## src/rtl/assert_macros.svh

```systemverilog
// Assertion helpers, clocked on clk.
`ifndef ASSERT_MACROS_SVH
`define ASSERT_MACROS_SVH

// Checked only outside reset.
`define UDE_ASSERT(lbl, prop, msg) \
    lbl: assert property (@(posedge clk) disable iff (!rst_n) prop) else $error(msg);

// Checked at every rising edge of clk, reset included.
`define UDE_ASSERT_ALWAYS(lbl, prop, msg) \
    lbl: assert property (@(posedge clk) prop) else $error(msg);

`endif

```

## src/rtl/ude_pkg.sv

```systemverilog
package ude_pkg;

    localparam int YEAR_WIDTH_DEF    = 10;
    localparam int YEAR_BASE         = 1900;
    localparam int YEAR_MIN          = 70;
    localparam int MONTH_MAX         = 11;
    localparam int DAY_MAX           = 31;
    localparam int HOUR_MAX          = 24;
    localparam int MINUTE_MAX        = 60;
    localparam int SECOND_MAX        = 60;
    localparam int DAYS_PER_YEAR     = 365;
    localparam int MONTH_FEB         = 1;
    // leap_count(1969) + 1 for the day-of-month offset
    localparam int DAY_BIAS          = 478;
    // q / 25 == (q * RECIP_25) >> RECIP_SHIFT for q < 2**15
    localparam int RECIP_25          = 41944;
    localparam int RECIP_W           = 16;
    localparam int RECIP_SHIFT       = 20;
    localparam int LEAP_R25          = 24;
    localparam int LEAP_D25_MOD4     = 3;
    localparam int SEC_PER_DAY       = 86400;
    localparam int SEC_PER_DAY_W     = 17;
    localparam int SEC_PER_HOUR      = 3600;
    localparam int SEC_PER_MIN       = 60;
    localparam int TOD_W             = 17;
    localparam int SECS_W            = 35;
    localparam int QUEUE_DEPTH       = 2;
    localparam int QUEUE_CNT_W       = 2;

    typedef struct packed {
        logic       bad;
        logic [3:0] mon;
        logic [5:0] day;
        logic [4:0] hr;
        logic [5:0] mn;
        logic [5:0] sc;
    } ude_item_t;

    localparam int ITEM_W = $bits(ude_item_t);

    typedef struct packed {
        logic [QUEUE_CNT_W-1:0] count;
    } ude_qstat_t;

    function automatic logic [8:0] days_before_month(input logic [3:0] mon);
        logic [8:0] d;
        begin
            unique case (mon)
                4'd0:    d = 9'd0;
                4'd1:    d = 9'd31;
                4'd2:    d = 9'd59;
                4'd3:    d = 9'd90;
                4'd4:    d = 9'd120;
                4'd5:    d = 9'd151;
                4'd6:    d = 9'd181;
                4'd7:    d = 9'd212;
                4'd8:    d = 9'd243;
                4'd9:    d = 9'd273;
                4'd10:   d = 9'd304;
                4'd11:   d = 9'd334;
                default: d = 9'd0;
            endcase
            return d;
        end
    endfunction

endpackage

```

## src/rtl/ude_front.sv

```systemverilog
module ude_front #(
    parameter int YEAR_WIDTH = ude_pkg::YEAR_WIDTH_DEF
) (
    input  logic                  clk,
    input  logic                  rst_n,
    input  logic                  in_valid,
    output logic                  in_ready,
    input  logic [YEAR_WIDTH-1:0] years_since_1900,
    input  logic [3:0]            month_index,
    input  logic [5:0]            day_of_month,
    input  logic [4:0]            hour_of_day,
    input  logic [5:0]            minute_of_hour,
    input  logic [5:0]            second_of_minute,
    output logic                  f_valid,
    input  logic                  f_ready,
    output logic [YEAR_WIDTH-1:0] f_year,
    output ude_pkg::ude_item_t    f_item
);

    logic                  valid_reg;
    logic [YEAR_WIDTH-1:0] year_reg;
    ude_pkg::ude_item_t    item_reg;
    ude_pkg::ude_item_t    item_next;
    logic                  range_bad;
    logic                  epoch_day0;
    logic                  load;

    assign in_ready = !valid_reg || f_ready;
    assign load     = in_valid && in_ready;

    always_comb
    begin
        range_bad = (years_since_1900 < YEAR_WIDTH'(ude_pkg::YEAR_MIN))
                 || (month_index > 4'(ude_pkg::MONTH_MAX))
                 || (day_of_month > 6'(ude_pkg::DAY_MAX))
                 || (hour_of_day > 5'(ude_pkg::HOUR_MAX))
                 || (minute_of_hour > 6'(ude_pkg::MINUTE_MAX))
                 || (second_of_minute > 6'(ude_pkg::SECOND_MAX));
        // day 0 of the first month would precede the epoch
        epoch_day0 = (years_since_1900 == YEAR_WIDTH'(ude_pkg::YEAR_MIN))
                  && (month_index == 4'd0) && (day_of_month == 6'd0);
        item_next.bad = range_bad || epoch_day0;
        item_next.mon = month_index;
        item_next.day = day_of_month;
        item_next.hr  = hour_of_day;
        item_next.mn  = minute_of_hour;
        item_next.sc  = second_of_minute;
    end

    always_ff @(posedge clk or negedge rst_n)
    begin
        if (!rst_n)
        begin
            valid_reg <= 1'b0;
        end
        else if (in_ready)
        begin
            valid_reg <= in_valid;
        end
    end

    always_ff @(posedge clk)
    begin
        if (load)
        begin
            year_reg <= years_since_1900;
            item_reg <= item_next;
        end
    end

    assign f_valid = valid_reg;
    assign f_year  = year_reg;
    assign f_item  = item_reg;

endmodule

```

## src/rtl/ude_queue.sv

```systemverilog
module ude_queue #(
    parameter int DATA_W = 8
) (
    input  logic               clk,
    input  logic               rst_n,
    input  logic               wr_valid,
    output logic               wr_ready,
    input  logic [DATA_W-1:0]  wr_data,
    output logic               rd_valid,
    input  logic               rd_ready,
    output logic [DATA_W-1:0]  rd_data,
    output ude_pkg::ude_qstat_t stat
);

    logic [DATA_W-1:0]               entry_reg [ude_pkg::QUEUE_DEPTH];
    logic                            wr_ptr_reg;
    logic                            rd_ptr_reg;
    logic [ude_pkg::QUEUE_CNT_W-1:0] count_reg;
    logic [ude_pkg::QUEUE_CNT_W-1:0] count_next;
    logic                            push;
    logic                            pop;

    assign wr_ready = count_reg != ude_pkg::QUEUE_CNT_W'(ude_pkg::QUEUE_DEPTH);
    assign rd_valid = count_reg != '0;
    assign push     = wr_valid && wr_ready;
    assign pop      = rd_valid && rd_ready;
    assign rd_data  = entry_reg[rd_ptr_reg];

    always_comb
    begin
        count_next = count_reg;
        if (push && !pop)
        begin
            count_next = count_reg + 1'b1;
        end
        else if (pop && !push)
        begin
            count_next = count_reg - 1'b1;
        end
    end

    always_ff @(posedge clk or negedge rst_n)
    begin
        if (!rst_n)
        begin
            wr_ptr_reg <= 1'b0;
            rd_ptr_reg <= 1'b0;
            count_reg  <= '0;
        end
        else
        begin
            if (push)
            begin
                wr_ptr_reg <= !wr_ptr_reg;
            end
            if (pop)
            begin
                rd_ptr_reg <= !rd_ptr_reg;
            end
            count_reg <= count_next;
        end
    end

    always_ff @(posedge clk)
    begin
        if (push)
        begin
            entry_reg[wr_ptr_reg] <= wr_data;
        end
    end

    assign stat.count = count_reg;

endmodule

```

## src/rtl/ude_back.sv

```systemverilog
module ude_back #(
    parameter int YEAR_WIDTH = ude_pkg::YEAR_WIDTH_DEF
) (
    input  logic                        clk,
    input  logic                        rst_n,
    input  logic                        b_valid,
    output logic                        b_ready,
    input  logic [YEAR_WIDTH-1:0]       b_year,
    input  ude_pkg::ude_item_t          b_item,
    output logic                        out_valid,
    input  logic                        out_ready,
    output logic [ude_pkg::SECS_W-1:0]  epoch_seconds,
    output logic                        invalid_flag
);

    localparam int YMAX   = ude_pkg::YEAR_BASE - 1 + 2**YEAR_WIDTH;
    localparam int QW     = $clog2(YMAX / 4 + 1);
    localparam int SW     = QW + 2;
    localparam int PRW    = QW + ude_pkg::RECIP_W;
    localparam int D25W   = QW - 4;
    localparam int DW     = $clog2((2**YEAR_WIDTH) * 366 + 1);
    localparam int PW_RAW = DW + ude_pkg::SEC_PER_DAY_W;
    localparam int PW     = (PW_RAW > ude_pkg::SECS_W) ? PW_RAW : ude_pkg::SECS_W;

    // stage 1: year quotient and reciprocal product
    logic                  s1_valid_reg;
    logic [YEAR_WIDTH-1:0] s1_year_reg;
    ude_pkg::ude_item_t    s1_item_reg;
    logic [QW-1:0]         s1_q_reg;
    logic [PRW-1:0]        s1_prod_reg;
    logic                  s1_ready;
    logic [SW-1:0]         ysum;
    logic [QW-1:0]         q_next;
    logic [PRW-1:0]        prod_next;

    // stage 2: day count and time of day
    logic                       s2_valid_reg;
    logic                       s2_bad_reg;
    logic [DW-1:0]              s2_days_reg;
    logic [ude_pkg::TOD_W-1:0]  s2_tod_reg;
    logic                       s2_ready;
    logic [D25W-1:0]            d25;
    logic [D25W-1:0]            d100;
    logic [QW-1:0]              r25_full;
    logic                       leap;
    logic                       feb_adj;
    logic [DW-1:0]              days_next;
    logic [ude_pkg::TOD_W-1:0]  tod_next;

    // stage 3: seconds, output register
    logic                       out_valid_reg;
    logic                       out_bad_reg;
    logic [ude_pkg::SECS_W-1:0] out_secs_reg;
    logic [PW-1:0]              secs_full;

    assign b_ready  = !s1_valid_reg || s1_ready;
    assign s1_ready = !s2_valid_reg || s2_ready;
    assign s2_ready = !out_valid_reg || out_ready;

    always_comb
    begin
        ysum      = SW'(b_year) + SW'(ude_pkg::YEAR_BASE - 1);
        q_next    = ysum[SW-1:2];
        prod_next = PRW'(q_next) * PRW'(ude_pkg::RECIP_25);
    end

    always_comb
    begin
        d25      = s1_prod_reg[PRW-1:ude_pkg::RECIP_SHIFT];
        d100     = d25 >> 2;
        r25_full = s1_q_reg - QW'(QW'(d25) * QW'(25));
        // century years are leap only when divisible by 400
        leap     = (s1_year_reg[1:0] == 2'b00)
                && ((r25_full[4:0] != 5'(ude_pkg::LEAP_R25))
                    || (d25[1:0] == 2'(ude_pkg::LEAP_D25_MOD4)));
        feb_adj  = leap && (s1_item_reg.mon > 4'(ude_pkg::MONTH_FEB));
        days_next = DW'((DW'(s1_year_reg) - DW'(ude_pkg::YEAR_MIN))
                        * DW'(ude_pkg::DAYS_PER_YEAR))
                  + DW'(s1_q_reg) + DW'(d100)
                  + DW'(ude_pkg::days_before_month(s1_item_reg.mon))
                  + DW'(feb_adj) + DW'(s1_item_reg.day)
                  - DW'(d25) - DW'(ude_pkg::DAY_BIAS);
        tod_next  = ude_pkg::TOD_W'(ude_pkg::TOD_W'(s1_item_reg.hr)
                                    * ude_pkg::TOD_W'(ude_pkg::SEC_PER_HOUR))
                  + ude_pkg::TOD_W'(ude_pkg::TOD_W'(s1_item_reg.mn)
                                    * ude_pkg::TOD_W'(ude_pkg::SEC_PER_MIN))
                  + ude_pkg::TOD_W'(s1_item_reg.sc);
    end

    assign secs_full = PW'(PW'(s2_days_reg) * PW'(ude_pkg::SEC_PER_DAY)) + PW'(s2_tod_reg);

    always_ff @(posedge clk or negedge rst_n)
    begin
        if (!rst_n)
        begin
            s1_valid_reg  <= 1'b0;
            s2_valid_reg  <= 1'b0;
            out_valid_reg <= 1'b0;
        end
        else
        begin
            if (b_ready)
            begin
                s1_valid_reg <= b_valid;
            end
            if (s1_ready)
            begin
                s2_valid_reg <= s1_valid_reg;
            end
            if (s2_ready)
            begin
                out_valid_reg <= s2_valid_reg;
            end
        end
    end

    always_ff @(posedge clk)
    begin
        if (b_ready && b_valid)
        begin
            s1_year_reg <= b_year;
            s1_item_reg <= b_item;
            s1_q_reg    <= q_next;
            s1_prod_reg <= prod_next;
        end
        if (s1_ready && s1_valid_reg)
        begin
            s2_bad_reg  <= s1_item_reg.bad;
            s2_days_reg <= days_next;
            s2_tod_reg  <= tod_next;
        end
        if (s2_ready && s2_valid_reg)
        begin
            out_bad_reg  <= s2_bad_reg;
            out_secs_reg <= s2_bad_reg ? '0 : secs_full[ude_pkg::SECS_W-1:0];
        end
    end

    assign out_valid     = out_valid_reg;
    assign epoch_seconds = out_secs_reg;
    assign invalid_flag  = out_bad_reg;

endmodule

```

## src/rtl/utc_date_to_epoch_seconds.sv

```systemverilog
// Channel | Handshake            | Payload
// request | in_valid / in_ready  | years_since_1900, month_index, day_of_month,
//         |                      | hour_of_day, minute_of_hour, second_of_minute
// result  | out_valid / out_ready| epoch_seconds, invalid_flag
//
// One request per cycle when nothing stalls; each result is valid once its accepted request
// has passed the input register, a queue slot and three back stages.
// The back end's widest step is the days-times-86400 multiply in the last stage.
// rst_n clears all valid state asynchronously; the block is ready right after reset.
// A stalled result holds the back pipeline; the two-entry queue keeps the front accepting until full.
`include "assert_macros.svh"

module utc_date_to_epoch_seconds #(
    parameter int YEAR_WIDTH = ude_pkg::YEAR_WIDTH_DEF
) (
    input  logic                       clk,
    input  logic                       rst_n,
    input  logic                       in_valid,
    output logic                       in_ready,
    input  logic [YEAR_WIDTH-1:0]      years_since_1900,
    input  logic [3:0]                 month_index,
    input  logic [5:0]                 day_of_month,
    input  logic [4:0]                 hour_of_day,
    input  logic [5:0]                 minute_of_hour,
    input  logic [5:0]                 second_of_minute,
    output logic                       out_valid,
    input  logic                       out_ready,
    output logic [ude_pkg::SECS_W-1:0] epoch_seconds,
    output logic                       invalid_flag
);

    localparam int QDW = YEAR_WIDTH + ude_pkg::ITEM_W;

    logic                  f_valid;
    logic                  f_ready;
    logic [YEAR_WIDTH-1:0] f_year;
    ude_pkg::ude_item_t    f_item;
    logic                  b_valid;
    logic                  b_ready;
    logic [QDW-1:0]        b_data;
    ude_pkg::ude_qstat_t   q_stat;

    ude_front #(
        .YEAR_WIDTH(YEAR_WIDTH)
    ) u_front (
        .clk              (clk),
        .rst_n            (rst_n),
        .in_valid         (in_valid),
        .in_ready         (in_ready),
        .years_since_1900 (years_since_1900),
        .month_index      (month_index),
        .day_of_month     (day_of_month),
        .hour_of_day      (hour_of_day),
        .minute_of_hour   (minute_of_hour),
        .second_of_minute (second_of_minute),
        .f_valid          (f_valid),
        .f_ready          (f_ready),
        .f_year           (f_year),
        .f_item           (f_item)
    );

    ude_queue #(
        .DATA_W(QDW)
    ) u_queue (
        .clk      (clk),
        .rst_n    (rst_n),
        .wr_valid (f_valid),
        .wr_ready (f_ready),
        .wr_data  ({f_year, f_item}),
        .rd_valid (b_valid),
        .rd_ready (b_ready),
        .rd_data  (b_data),
        .stat     (q_stat)
    );

    ude_back #(
        .YEAR_WIDTH(YEAR_WIDTH)
    ) u_back (
        .clk           (clk),
        .rst_n         (rst_n),
        .b_valid       (b_valid),
        .b_ready       (b_ready),
        .b_year        (b_data[QDW-1:ude_pkg::ITEM_W]),
        .b_item        (b_data[ude_pkg::ITEM_W-1:0]),
        .out_valid     (out_valid),
        .out_ready     (out_ready),
        .epoch_seconds (epoch_seconds),
        .invalid_flag  (invalid_flag)
    );

    `UDE_ASSERT(a_invalid_zero, out_valid && invalid_flag |-> epoch_seconds == '0, "invalid result carries nonzero seconds")
    `UDE_ASSERT(a_queue_bound, q_stat.count <= ude_pkg::QUEUE_CNT_W'(ude_pkg::QUEUE_DEPTH), "queue count beyond depth")
    `UDE_ASSERT_ALWAYS(a_reset_idle, !rst_n |=> !out_valid && in_ready, "block not idle in reset")

endmodule

```

## config.mk

```make
export PLATFORM = sky130hd
export DESIGN_NAME = utc_date_to_epoch_seconds
export DESIGN_NICKNAME = d
export VERILOG_FILES = /design/src/rtl/ude_pkg.sv /design/src/rtl/ude_front.sv /design/src/rtl/ude_queue.sv /design/src/rtl/ude_back.sv /design/src/rtl/utc_date_to_epoch_seconds.sv
export VERILOG_INCLUDE_DIRS = /design/src /design/src/rtl
export SDC_FILE = /design/constraint.sdc
export NUM_CORES = 1
export LEC_CHECK = 0
export BUFFER_PORTS_ARGS = -buffer_cell sky130_fd_sc_hd__buf_2
export CORE_ASPECT_RATIO = 0.7
export CORE_MARGIN = 2
export CORE_UTILIZATION = 66
export CTS_BUF_LIST = sky130_fd_sc_hd__clkbuf_8
export DETAILED_ROUTE_END_ITERATION = 12
export PLACE_DENSITY = 0.84
export SYNTH_ARGS = -nofsm -noshare
export SYNTH_HDL_FRONTEND = slang
export SYNTH_SLANG_ARGS = --single-unit
```

## constraint.sdc

```tcl
create_clock -name clk -period 14.6 [get_ports clk]
set_input_delay 2.92 -clock clk [delete_from_list [all_inputs] [get_ports clk]]
set_output_delay 2.92 -clock clk [all_outputs]
set_load 0.05 [all_outputs]
```

=== Word-level counts from Yosys, hierarchy flattened ===
Memory sizes are Yosys's and may differ from the RTL's. A register that Yosys moved wholly into a read port is not among the register bits.
Index checks and enable logic that the tools add are counted.

* Register bits: 190
* Memories: 2
* Word-level logic and storage cells: 102
* Output and inout port bits: 38
* Bits in writable memories: 76
* Bits in read-only memories: 144
* Input bits: 41

{| class="wikitable"
|+ Memories
! memory !! words !! width !! rd ports !! clocked after Yosys merged registers in !! write ports !! line !! source
|-
| (name not given) || 16 || 9 || 1 || 1 || 0 || ude_pkg.sv:48 || <nowiki>unique case (mon)</nowiki>
|-
| u_queue.entry_reg || 2 || 38 || 1 || 0 || 1 || ude_queue.sv:15 || <nowiki>logic [DATA_W-1:0] entry_reg [ude_pkg::QUEUE_DEPTH];</nowiki>
|}

* Add/subtract/negate cells: 15
* Equality and inequality tests: 4
* Reduce and logical (&&, ||, !) cells: 35
* Magnitude comparators: 7
* Multiplexer cells: 5
* Multipliers: 6

{| class="wikitable"
|+ Operators with widths
! operator !! number
|-
| adder 35 x 17 -> 35 bit || 1
|-
| multiplier 19 x 10 -> 28 bit, second input constant || 1
|-
| multiplier 10 x 13 -> 23 bit, second input constant || 1
|-
| adder 19 x 1 -> 19 bit || 1
|-
| adder 19 x 10 -> 19 bit || 1
|-
| adder 19 x 4 -> 19 bit || 1
|-
| adder 19 x 6 -> 19 bit || 1
|-
| adder 19 x 9 -> 19 bit || 1
|-
| multiplier 19 x 9 -> 19 bit, second input constant || 1
|-
| subtractor 19 x 6 -> 19 bit || 1
|-
| subtractor 19 x 9 -> 19 bit, second input constant || 1
|-
| adder 17 x 12 -> 17 bit || 1
|-
| adder 17 x 6 -> 17 bit || 1
|-
| multiplier 5 x 8 -> 13 bit, second input constant || 1
|-
| adder 10 x 11 -> 12 bit, second input constant || 1
|-
| > comparator 6 bit, second input constant || 2
|-
| logical AND 1 bit || 11
|-
| logical OR 1 bit || 11
|-
| subtractor 10 x 7 -> 11 bit, second input constant || 1
|-
| == test 10 x 7 -> 1 bit, second input constant || 1
|-
| less-than comparator 10 x 7 -> 1 bit, second input constant || 1
|-
| multiplier 6 x 4 -> 10 bit, second input constant || 1
|-
| logical NOT 1 bit || 8
|-
| > comparator 6 x 5 -> 1 bit, second input constant || 1
|-
| 17 further kinds || 20
|}

=== Logic depth before layout (Yosys ltp) ===
Gate-level depths: netlist of the first run.

* Word-level depth: 10
* Gate-level depth with buffers: 32
* Depth with buffers taken out: 32

=== By module ===
A second synthesis of the first run with hierarchy kept.

* Cell total of the unflattened synthesis: 1845
* Area, all modules: 21259.1 um2

{| class="wikitable"
|+ Modules (own cells, without submodules)
! module !! times used !! cells an instance !! area an instance (um2) !! seq. area each (um2)
|-
| ude_back || 1 || 1650 || 16993.8 || 4068.9
|-
| ude_queue || 1 || 136 || 2982.9 || 2382.3
|-
| ude_front || 1 || 59 || 1282.5 || 1166.1
|}

=== Worst setup path after synthesis of the first run ===
OpenSTA, ideal clock, no wires.

* Kind: input to register
* Start point: input out_ready
* End point: register with a tool-made name
* Data arrival time: 7685 ps
* Path slack: 6796 ps
* Stages on the path: 6
* Required time: 14482 ps
* Cells stage by stage: nor2b_1 -> a31oi_1 -> mux2i_1 -> ha_1 -> a21oi_1 -> a31o_2

{| class="wikitable"
|+ RTL lines
! what !! line !! source
|-
| start: declaration || utc_date_to_epoch_seconds.sv:27 || <nowiki>input logic out_ready,</nowiki>
|}

=== Worst setup path in the final report of the first run ===
* Start point: register u_back.s1_prod_reg[21]
* End point: register u_back.s2_days_reg[18], data pin

* Longest elaborated chain between the ends: 10
* Elaborated cells between the ends (all ways): 11
* Classes of those cells: add/sub: 5; mul: 1; eq/ne: 2; reduce/logical: 3

{| class="wikitable"
|+ Ends and longest elaborated chain
! what !! line !! source
|-
| start: declaration || ude_back.sv:30 || <nowiki>logic [PRW-1:0] s1_prod_reg;</nowiki>
|-
| start signal: assignment || ude_back.sv:124 || <nowiki>s1_prod_reg <= prod_next;</nowiki>
|-
| multiplier 6 x 5 -> 5 bit || ude_back.sv:71 || <nowiki>r25_full = s1_q_reg - QW'(QW'(d25) * QW'(25));</nowiki>
|-
| subtractor 5 bit || ude_back.sv:71 ||
|-
| != test 5 bit || ude_back.sv:74 || <nowiki>&& ((r25_full[4:0] != 5'(ude_pkg::LEAP_R25))</nowiki>
|-
| logical OR 1 bit || ude_back.sv:75 || <nowiki>|| (d25[1:0] == 2'(ude_pkg::LEAP_D25_MOD4)));</nowiki>
|-
| logical AND 1 bit || ude_back.sv:74 ||
|-
| logical AND 1 bit || ude_back.sv:76 || <nowiki>feb_adj = leap && (s1_item_reg.mon > 4'(ude_pkg::MONTH_FEB));</nowiki>
|-
| adder 19 x 1 -> 19 bit || ude_back.sv:81 || <nowiki>+ DW'(feb_adj) + DW'(s1_item_reg.day)</nowiki>
|-
| adder 19 x 6 -> 19 bit || ude_back.sv:81 ||
|-
| subtractor 19 x 6 -> 19 bit * || ude_back.sv:82 || <nowiki>- DW'(d25) - DW'(ude_pkg::DAY_BIAS);</nowiki>
|-
| subtractor 19 x 9 -> 19 bit * || ude_back.sv:82 ||
|-
| named net u_back.days_next[18] || ude_back.sv:47 || <nowiki>logic [DW-1:0] days_next;</nowiki>
|-
| end signal: assignment || ude_back.sv:129 || <nowiki>s2_days_reg <= days_next;</nowiki>
|-
| end: declaration || ude_back.sv:39 || <nowiki>logic [DW-1:0] s2_days_reg;</nowiki>
|}

Mark *: on every way through the listed nets, which the timed path passes. The rest lies on a longest branch.
A chain may end at the register's enable or synchronous reset.

==> results of run 1 <==
[metal layers]
metal | wire length [um] | track usage | up-vias
li1 | - | - | 6236
met1 | 17600 | 0.339 | 6204
met2 | 17800 | 0.389 | 278
met3 | 2240 | 0.0515 | 47
met4 | 486 | 0.0506 | 0
met5 | 0 | 0 | -
[cell families after synthesis]
group | Yosys count | share of synthesized area
xor+xnor | 124 | 0.0521
flops | 258 | 0.366
compound gates | 210 | 0.0674
simple gates | 244 | 0.0580
mux | 43 | 0.0226
buf+inv | 431 | 0.0782
fa+ha+maj | 493 | 0.356
[worst max-delay path: cells and delay by family, from the launching register on]
kind                     cells  cell delay (ps)
buffers and inverters        5              270
AO/OA/AOI/OAI               12             2820
flip-flops                   1              460
adder cells (fa/ha/maj)     10             3750
XOR/XNOR                     2              180
[final cells by class]
type	instances	area [sq um]
clock buffers	40	551
clock inverters	27	133
fillers	2122	8700
inverters	417	1570
multi-input cells	1114	11600
flip-flops and latches	258	7620
well taps	420	526
repair buffers	84	435
[worst max-delay path by stage]
stage                     depth (start not counted)                      to  slack (ps)              startpoint
final                                            29  u_back.s2_days_reg[18]        6860  u_back.s1_prod_reg[21]
after floorplan                                   6                    flop        6800               out_ready
after CTS                                        29  u_back.s2_days_reg[18]        6900  u_back.s1_prod_reg[21]
after detailed placement                         29  u_back.s2_days_reg[18]        6950  u_back.s1_prod_reg[20]
after global placement                           29  u_back.s2_days_reg[18]        7190  u_back.s1_prod_reg[21]
after global routing                             29  u_back.s2_days_reg[18]        6460  u_back.s1_prod_reg[21]
[layout by cell type, fill, tap and decap left out, drive strengths merged, types with 6 or more instances in the layout]
cell type	instances
a211o	6
a21o	26
a21oi	69
a31oi	7
and3	9
buf	84
clkbuf	40
clkinv	13
dfrtp	8
dfxtp	9
edfxtp	241
fa	167
ha	326
inv	429
mux2	33
mux2i	10
nand2	46
nand2b	8
nand3	22
nand4	6
nor2	74
nor2b	17
nor3	21
nor3b	7
nor4	8
o21a	9
o21ai	26
o21bai	21
or3	8
xnor2	93
xor2	31
[metrics by stage]
stage / hold WS, ps / setup WS (ps) / cell area (sq um) / cells / utilization
6_report: 415 / 6860 / 22400 / 2360 / 0.721
2_1_floorplan: 400 / 6800 / 20800 / 1803 / -
3_3_place_gp: 405 / 7190 / 21800 / 2293 / 0.699
3_5_place_dp: 406 / 6950 / 21800 / 2293 / 0.699
5_1_grt: 427 / 6460 / 22400 / 2360 / 0.721
4_1_cts: 408 / 6900 / 22400 / 2360 / 0.721
==> summary.md, run 1 <==
| Metric | Value |
|---|---|
| Hold endpoint | `u_back.s2_bad_reg` |
| Critical path endpoint category | `flop` |
| Max Clock Skew | `34.9 ps` |
| Hold Crit Depth | `0` |
| Worst setup SP type | `flop` |
| CTS Buf Count | `38` |
| Vias in the first global route | `13500` |
| Crit path required time | `14910 ps` |
| Layout cells sized above 1 | `0.0959` |
| GRT Overall Usage | `0.241` |
| Clock sink count | `258` |
| HPWL Detailed | `31000 um` |
| Final setup viols | `0` |
| Mapped Nets | `2337` |
| Worst-path clk slew | `60 ps` |
| CTS tree | `built` |
| Worst-Skew Late Latency | `570 ps` |
| Vias per cell | `5.41` |
| Die height | `153 um` |
| Post-synthesis cell count | `1803` |
| Fmax | `129 MHz` |
| Max reg flops | `76` |
| Max-slew headroom | `0.276` |
| Max Buffers Root-to-Sink | `3` |
| Status | `finished clean` |
| Worst hold path class | `flop to flop` |
| Horiz. Die Dim | `216 um` |
| Dominant cell type by area after synthesis | `edfxtp_1` |
| Seq/Total Area, Yosys | `0.366` |
| Setup bufs post-CTS | `0` |
| Core area | `31100 sq um` |
| Largest net degree at the start of global routing | `62` |
| Io pins | `79` |
| Synthesis-stage register bit count | `258` |
| Antenna Cells | `0` |
| Antenna Nets Post-Route | `0` |
| Worst flop-to-flop path endpoint | `u_back.s2_days_reg[18]` |
| Slew @ Worst Pin | `1090 ps` |
| Final worst-path cycle share | `0.530` |
| Initial Utilization | `0.669` |
| Fin. Hold Viols | `0` |
| Reg2Reg Setup Slack | `6860 ps` |
| Top post-synthesis cells by area | `edfxtp_1 35%, ha_1 20%, fa_1 16%, inv_1 7.5%, xnor2_1 3.9%` |
| Distinct cell type count after synthesis | `67` |
| CTS Root Cell | `clkbuf_8` |
| Vias | `12800` |
| Nets | `2447` |
| Initial antenna violation count | `0` |
| Primary FF master, synth | `edfxtp_1` |
| Setup TNS | `0 ps` |
| Routed len/inst | `16.2 um` |
| Async set-or-reset flop fraction in the synthesized netlist | `0.0310` |
| Synth Warn # | `0` |
| Router iterations before antenna repair | `8` |
| Reg2Reg Depth | `29` |
| GPL Wtd Cong | `0.925` |
| Critical path class | `flop to flop` |
| CTS hold repair buffers | `0` |
| Post-CTS sizing | `0` |
| DRT iter0 DRCs | `744` |
| Syn_area_per_cell | `11.6 sq um` |
| Area share of the largest cell type after synthesis | `0.347` |
| Row count | `54` |
| Worst r2r src | `u_back.s1_prod_reg[21]` |
| Total Wirelength | `38200 um` |
| First-pass GRT wire length | `64200 um` |
| GRT overflow | `0` |
| Slowest library cell on the worst path | `o41ai_1` |
| Port Buffers | `78` |
| Max-cap violations | `0` |
| Synth-to-Final Area Change | `7.73%` |
| RSZ-0062 raised after global routing | `no` |
| WP data arrival | `8050 ps` |
| CP max stage delay | `640 ps` |
| Top cell by count, worst path | `fa_1` |
| H-tree depth | `2` |
| Critical path fanouts, max | `4` |
| Synth Cell Area | `20800 sq um` |
| Most numerous cell in the Yosys netlist | `inv_1` |
| Post-synth EDFFs | `241` |
| Slew Limit Fails | `0` |
| Fin crit period | `7740 ps` |
| Hold Startpoint | `u_back.s1_item_reg[27]` |
| Die Area | `33000 sq um` |
| Most frequent cells after synthesis | `417 x inv_1, 326 x ha_1, 241 x edfxtp_1, 167 x fa_1, 93 x xnor2_1` |
| DRC viols | `0` |
Power of run 1 is not shown: default switching activity piles up to over one toggle a cycle in this logic, so the estimate is an artifact.
==> inputs of run 2 (changes only) <==
- CORE_UTILIZATION: 66 -> 59
- PLACE_DENSITY: 0.84 -> 0.8
- clock period: 14.6 -> 6.8 ns (I/O delays scaled with it)
==> run 2 against run 1 <==
  * Setup slack worse by 6800 ps
  * First-iteration DRC count increased by 3.0%
  * Global-route usage fell by 2.4 points
  * Fmax rose by 14%
  * Die area rose by 12%
  * Worst hold slack gained 0.63 ps
  * Critical path type unchanged
  * Critical endpoint is now u_back.s2_days_reg[14]
==> summary.md, run 2 (synthesized netlist as in run 1, its figures left out) <==
| Metric | Value |
|---|---|
| Row count | `57 (+5.6%)` |
| Worst hold path class | `flop to flop` |
| Critical path fanouts, max | `5 (+1)` |
| Top cell by count, worst path | `inv_2` |
| First-pass GRT wire length | `64700 um (+0.83%)` |
| HPWL Detailed | `31100 um (+0.46%)` |
| Fillers | `2500 (+18%)` |
| Fin crit period | `6770 ps (-971 ps)` |
| Crit path required time | `7110 ps (-7800 ps)` |
| Die Area | `36900 sq um (+12%)` |
| GRT overflow | `0 (unchanged)` |
| GPL Wtd Cong | `0.883 (-4.5%)` |
| Routed len/inst | `16.0 um (-0.78%)` |
| Worst-Skew Late Latency | `570 ps (about the same)` |
| Max-slew headroom | `0.253 (-0.0230)` |
| Delay-heaviest family, CP | `adder cells` |
| Die height | `161 um (+5.6%)` |
| Nets | `2486 (+1.6%)` |
| Critical path class | `flop to flop` |
| Setup TNS | `0 ps (unchanged)` |
| CTS tree | `built` |
| Io pins | `79 (unchanged)` |
| Slew @ Worst Pin | `1120 ps (+34.5 ps)` |
| Worst path bufs/invs | `6 (+1)` |
| Clock sink count | `258 (unchanged)` |
| CTS Buf Count | `39 (+2.6%)` |
| Horiz. Die Dim | `229 um (+5.7%)` |
| Port Buffers | `78 (unchanged)` |
| Fmax | `148 MHz (+14%)` |
| Reg2Reg Setup Slack | `30 ps (-6830 ps)` |
| Most common cell after layout, fill and taps aside | `inv_1` |
| CTS hold repair buffers | `0 (unchanged)` |
| Router iterations before antenna repair | `5 (-3)` |
| Worst setup SP type | `flop` |
| Worst slack at placement | `-315 ps (-7260 ps)` |
| Critical path endpoint category | `flop` |
| Slowest library cell on the worst path | `fa_1` |
| RSZ-0062 raised after global routing | `yes` |
| Status | `finished clean` |
| Vias | `12900 (+1.4%)` |
| DRT iter0 DRCs | `766 (+3.0%)` |
| Largest net degree at the start of global routing | `39 (-37%)` |
| Worst-path clk slew | `70 ps (about the same)` |
| Antenna Nets Post-Route | `0 (unchanged)` |
| Max-cap violations | `0 (unchanged)` |
| DRC viols | `0 (unchanged)` |
| Fin. Hold Viols | `0 (unchanged)` |
| H-tree depth | `2 (unchanged)` |
| Setup ws final | `33.1 ps (-6830 ps)` |
| Max Clock Skew | `29.5 ps (-5.33 ps)` |
| Commonest cells after routing, fill and taps aside | `420 x inv_1, 319 x ha_1, 241 x edfxtp_1` |
| Antenna Cells | `0 (unchanged)` |
| Max reg flops | `76 (unchanged)` |
| Vias in the first global route | `13300 (-1.7%)` |
| Final setup viols | `0 (unchanged)` |
| Slew Limit Fails | `0 (unchanged)` |
| Max Buffers Root-to-Sink | `3 (unchanged)` |
| Final worst-path cycle share | `0.995 (+0.465)` |
| Layout cells sized above 1 | `0.137 (+0.0409)` |
| Core area | `34700 sq um (+12%)` |
| Vias per cell | `5.27 (-2.5%)` |
| GRT Overall Usage | `0.217 (-0.0241)` |
| Initial antenna violation count | `0 (unchanged)` |
| Initial Utilization | `0.600 (-0.0691)` |
| CP max stage delay | `540 ps (-100 ps)` |
| Synth-to-Final Area Change | `10.9%` |
| Total Wirelength | `39400 um (+3.2%)` |
| WP data arrival | `7080 ps (-970 ps)` |
| CTS Root Cell | `clkbuf_8` |
[run 2: cell type report]
type                            instances  area [sq um]  share of cell area
Clock buffer                           42           578              0.0250
Clock inverter                         29           193             0.00834
Inverter                              417          1570              0.0677
Multi-Input combinational cell       1114         11800               0.512
Sequential cell                       258          7620               0.330
Tap cell                              472           591              0.0256
Timing Repair Buffer                  122           724              0.0313
[run 2: final timing paths]
check / startpoint / endpoint / depth (start not counted)
hold / removal: u_back.s1_item_reg[0] / u_back.s2_tod_reg[0] / 0
setup reg to reg: u_back.s1_prod_reg[20] / u_back.s2_days_reg[14] / 29
hold reg to reg: u_back.s1_item_reg[0] / u_back.s2_tod_reg[0] / 0
setup / recovery: u_back.s1_prod_reg[20] / u_back.s2_days_reg[14] / 29
min in group asynchronous: rst_n / u_back.out_valid / 1
max in group asynchronous: rst_n / u_queue.rd_ptr_reg / 1
[run 2: metal layers]
layer	wire, um	GRT usage	part of all wire	vias to the layer above
li1	-	-	-	6335
met1	18600	0.312	0.47	6267
met2	18400	0.354	0.47	280
met3	1700	0.0314	0.043	56
met4	631	0.0452	0.016	0
met5	0	0	0	-
[run 2: worst register-to-register path: cells and delay by family (launching register included)]
| family | cells | cell delay [ps] |
|---|---|---|
| compound gates | 10 | 1580 |
| xor+xnor | 2 | 240 |
| fa+ha+maj | 9 | 3090 |
| buf+inv | 6 | 590 |
| flops | 1 | 480 |
| simple gates | 2 | 540 |
[run 2: timing repair]
| item | 4_1_cts | 5_1_grt |
|---|---|---|
| gates resized for setup | 21 | 22 |
| pin swaps | 28 | 27 |
| hold endpoints to repair | 0 | 0 |
| endpoints found under the setup margin | 7 | 11 |
| gates cloned | 0 | 0 |
| buffers inserted | 3 | 5 |
[run 2: stage by stage]
step	std cells	hold WS (ps)	cell area, sq um	util
after floorplan	1803	400	20900	-
after CTS	2449	419	22900	0.660
after global placement	2375	408	22100	0.635
after detailed placement	2375	405	22100	0.635
after global routing	2454	422	23100	0.665
final	2454	416	23100	0.665
Power of run 2 is left out for the same reason.
==> inputs of run 3 (changes only) <==
- PLACE_DENSITY: 0.8 -> default
- PLACE_DENSITY_LB_ADDON: default -> 0.05
==> run 3 against run 2 <==
  * The run now ends with setup timing left
  * Setup slack worse by 81 ps
  * Sequential cell count did not move
  * First-iteration DRC count fell by 15%
  * Die area unchanged
  * Critical path depth did not move
  * Worst hold slack better by 4.4 ps
  * Register-to-register slack got worse by 80 ps
  * Cell count rose by 0.49%
  * Global-route usage is 0.49 points higher
  * Clock skew increased by 8.3 ps
  * Cell area about the same
  * Highest routed layer unchanged
==> summary.md, run 3 (synthesized netlist as in run 1, its figures left out) <==
| Metric | Value |
|---|---|
| GPL Wtd Cong | `0.891 (+0.85%)` |
| Worst-Skew Late Latency | `570 ps (about the same)` |
| Util after Layout | `0.666 (about the same)` |
| CTS tree | `built` |
| Router iterations before antenna repair | `4 (-1)` |
| Commonest cells after routing, fill and taps aside | `427 x inv_1, 319 x ha_1, 241 x edfxtp_1` |
| RSZ-0062 raised after global routing | `yes` |
| Routed len/inst | `15.9 um (-1.1%)` |
| Vias | `12700 (-1.5%)` |
| Antenna Cells | `0 (unchanged)` |
| CTS Buf Count | `41 (+5.1%)` |
| GRT Overall Usage | `0.222 (+0.00493)` |
| Worst flop-to-flop path endpoint | `u_back.s2_days_reg[18]` |
| Max-cap violations | `0 (unchanged)` |
| Slew Limit Fails | `0 (unchanged)` |
| Largest net degree at the start of global routing | `62 (+59%)` |
| Synth-to-Final Area Change | `11.0% (about the same)` |
| Layout Cells excl Fill | `2466 (+0.49%)` |
| DRT iter0 DRCs | `653 (-15%)` |
| Status | `complete, but fails checks` |
| Fillers | `2686 (+7.4%)` |
| Max reg flops | `76 (unchanged)` |
| Total Wirelength | `39100 um (-0.65%)` |
| Critical path class | `flop to flop` |
| CTS Root Cell | `clkbuf_8` |
| Critical path endpoint category | `flop` |
| GRT overflow | `0 (unchanged)` |
| CP max stage delay | `550 ps (about the same)` |
| Worst-path clk slew | `70 ps (about the same)` |
| Most common cell after layout, fill and taps aside | `inv_1` |
| Vias per cell | `5.17 (-1.9%)` |
| Fin crit period | `6850 ps (+81.1 ps)` |
| Vias in the first global route | `12700 (-4.1%)` |
| WP data arrival | `7160 ps (+80 ps)` |
| Die height | `161 um (unchanged)` |
| Row count | `57 (unchanged)` |
| Fin. Hold Viols | `0 (unchanged)` |
| Hold Crit Depth | `0 (unchanged)` |
| Clock sink count | `258 (unchanged)` |
| Final worst-path cycle share | `1.01 (+0.0119)` |
| Worst r2r src | `u_back.s1_q_reg[2]` |
| Crit path required time | `7110 ps (about the same)` |
| Horiz. Die Dim | `229 um (unchanged)` |
| Max-slew headroom | `0.238 (-0.0150)` |
| Io pins | `79 (unchanged)` |
| Placed Cells | `2381 (+0.25%)` |
| Initial Utilization | `0.600 (unchanged)` |
| Setup ws final | `-48.0 ps (-81.1 ps)` |
| Nets | `2496 (+0.40%)` |
| Critical path fanouts, max | `5 (unchanged)` |
| Hold Startpoint | `u_back.s1_item_reg[1]` |
| Port Buffers | `78 (unchanged)` |
| Core area | `34700 sq um (unchanged)` |
| Max Clock Skew | `37.8 ps (+8.25 ps)` |
| Failing checks | `setup timing` |
| Max Buffers Root-to-Sink | `3 (unchanged)` |
| Slew @ Worst Pin | `1140 ps (+19.7 ps)` |
| Reg2Reg Depth | `29 (unchanged)` |
| Slowest library cell on the worst path | `fa_1` |
| First-pass GRT wire length | `65000 um (+0.42%)` |
| Worst setup SP type | `flop` |
| Fmax | `146 MHz (-1.2%)` |
| Initial antenna violation count | `1 (+1)` |
| Reg2Reg Setup Slack | `-50 ps (-80 ps)` |
| Layout cells sized above 1 | `0.138 (+0.00168)` |
| Top cell by count, worst path | `inv_2` |
| Die Area | `36900 sq um (unchanged)` |
| Final setup viols | `1 (+1)` |
| DRC viols | `0 (unchanged)` |
| HPWL Detailed | `31700 um (+1.9%)` |
| Worst hold path class | `flop to flop` |
| H-tree depth | `2 (unchanged)` |
| Antenna Nets Post-Route | `0 (unchanged)` |
| Hold endpoint | `u_back.s2_tod_reg[1]` |
[run 3: worst max-delay path, delay by kind of cell (launching register included)]
family / cells / cell delay [ps]
AO/OA/AOI/OAI: 12 / 2110
XOR/XNOR: 2 / 150
adder cells (fa/ha/maj): 9 / 3190
buffers and inverters: 5 / 400
flip-flops: 1 / 470
AND/OR/NAND/NOR: 1 / 250
[run 3: area by class of cell]
class | count | area, sq um | area share
multi-input combinational | 1114 | 11800 | 0.510
sequential | 258 | 7620 | 0.329
inverter | 417 | 1570 | 0.0677
timing repair buffer | 130 | 781 | 0.0338
clock buffer | 46 | 633 | 0.0274
tap | 472 | 591 | 0.0255
clock inverter | 29 | 136 | 0.00590
[run 3: worst max-delay path by stage]
stage | to | start | cells after the start | slack, ps
after floorplan | u_back.s2_days_reg[18] | u_back.s1_prod_reg[21] | 29 | 40
after CTS | u_back.s2_days_reg[17] | u_back.s1_prod_reg[21] | 30 | -10
final | u_back.s2_days_reg[18] | u_back.s1_q_reg[2] | 29 | -50
after global routing | u_back.s2_days_reg[18] | u_back.s1_q_reg[2] | 31 | -360
after detailed placement | u_back.s2_days_reg[15] | u_back.s1_prod_reg[21] | 29 | -240
after global placement | u_back.s2_days_reg[18] | u_back.s1_prod_reg[21] | 30 | -170
[run 3: timing repair]
item | 4_1_cts | 5_1_grt
pin swaps | 8 | 33
buffers inserted | 3 | 7
cloned | 0 | 0
gates resized for setup | 6 | 34
hold buffers | 0 | 0
setup endpoints to repair | 6 | 12
[run 3: per-stage QoR]
| stage | setup TNS [ps] | hold WS (ps) | area (sq um) | worst slack [ps] |
|---|---|---|---|---|
| 4_1_cts | -15.1 | 419 | 22900 | -10.1 |
| 2_1_floorplan | 0 | 400 | 20900 | 35.8 |
| 3_3_place_gp | -605 | 403 | 22100 | -170 |
| 3_5_place_dp | -1090 | 405 | 22100 | -240 |
| 6_report | -48.0 | 420 | 23100 | -48.0 |
| 5_1_grt | -1860 | 438 | 23100 | -360 |
[run 3: metal layers]
layer | global-route usage | up-vias | part of all wire
met4 | 0.0428 | 0 | 0.014
li1 | - | 6353 | -
met3 | 0.0431 | 38 | 0.049
met5 | 0 | - | 0
met1 | 0.358 | 6150 | 0.53
met2 | 0.310 | 207 | 0.41
Power of run 3 is left out for the same reason.
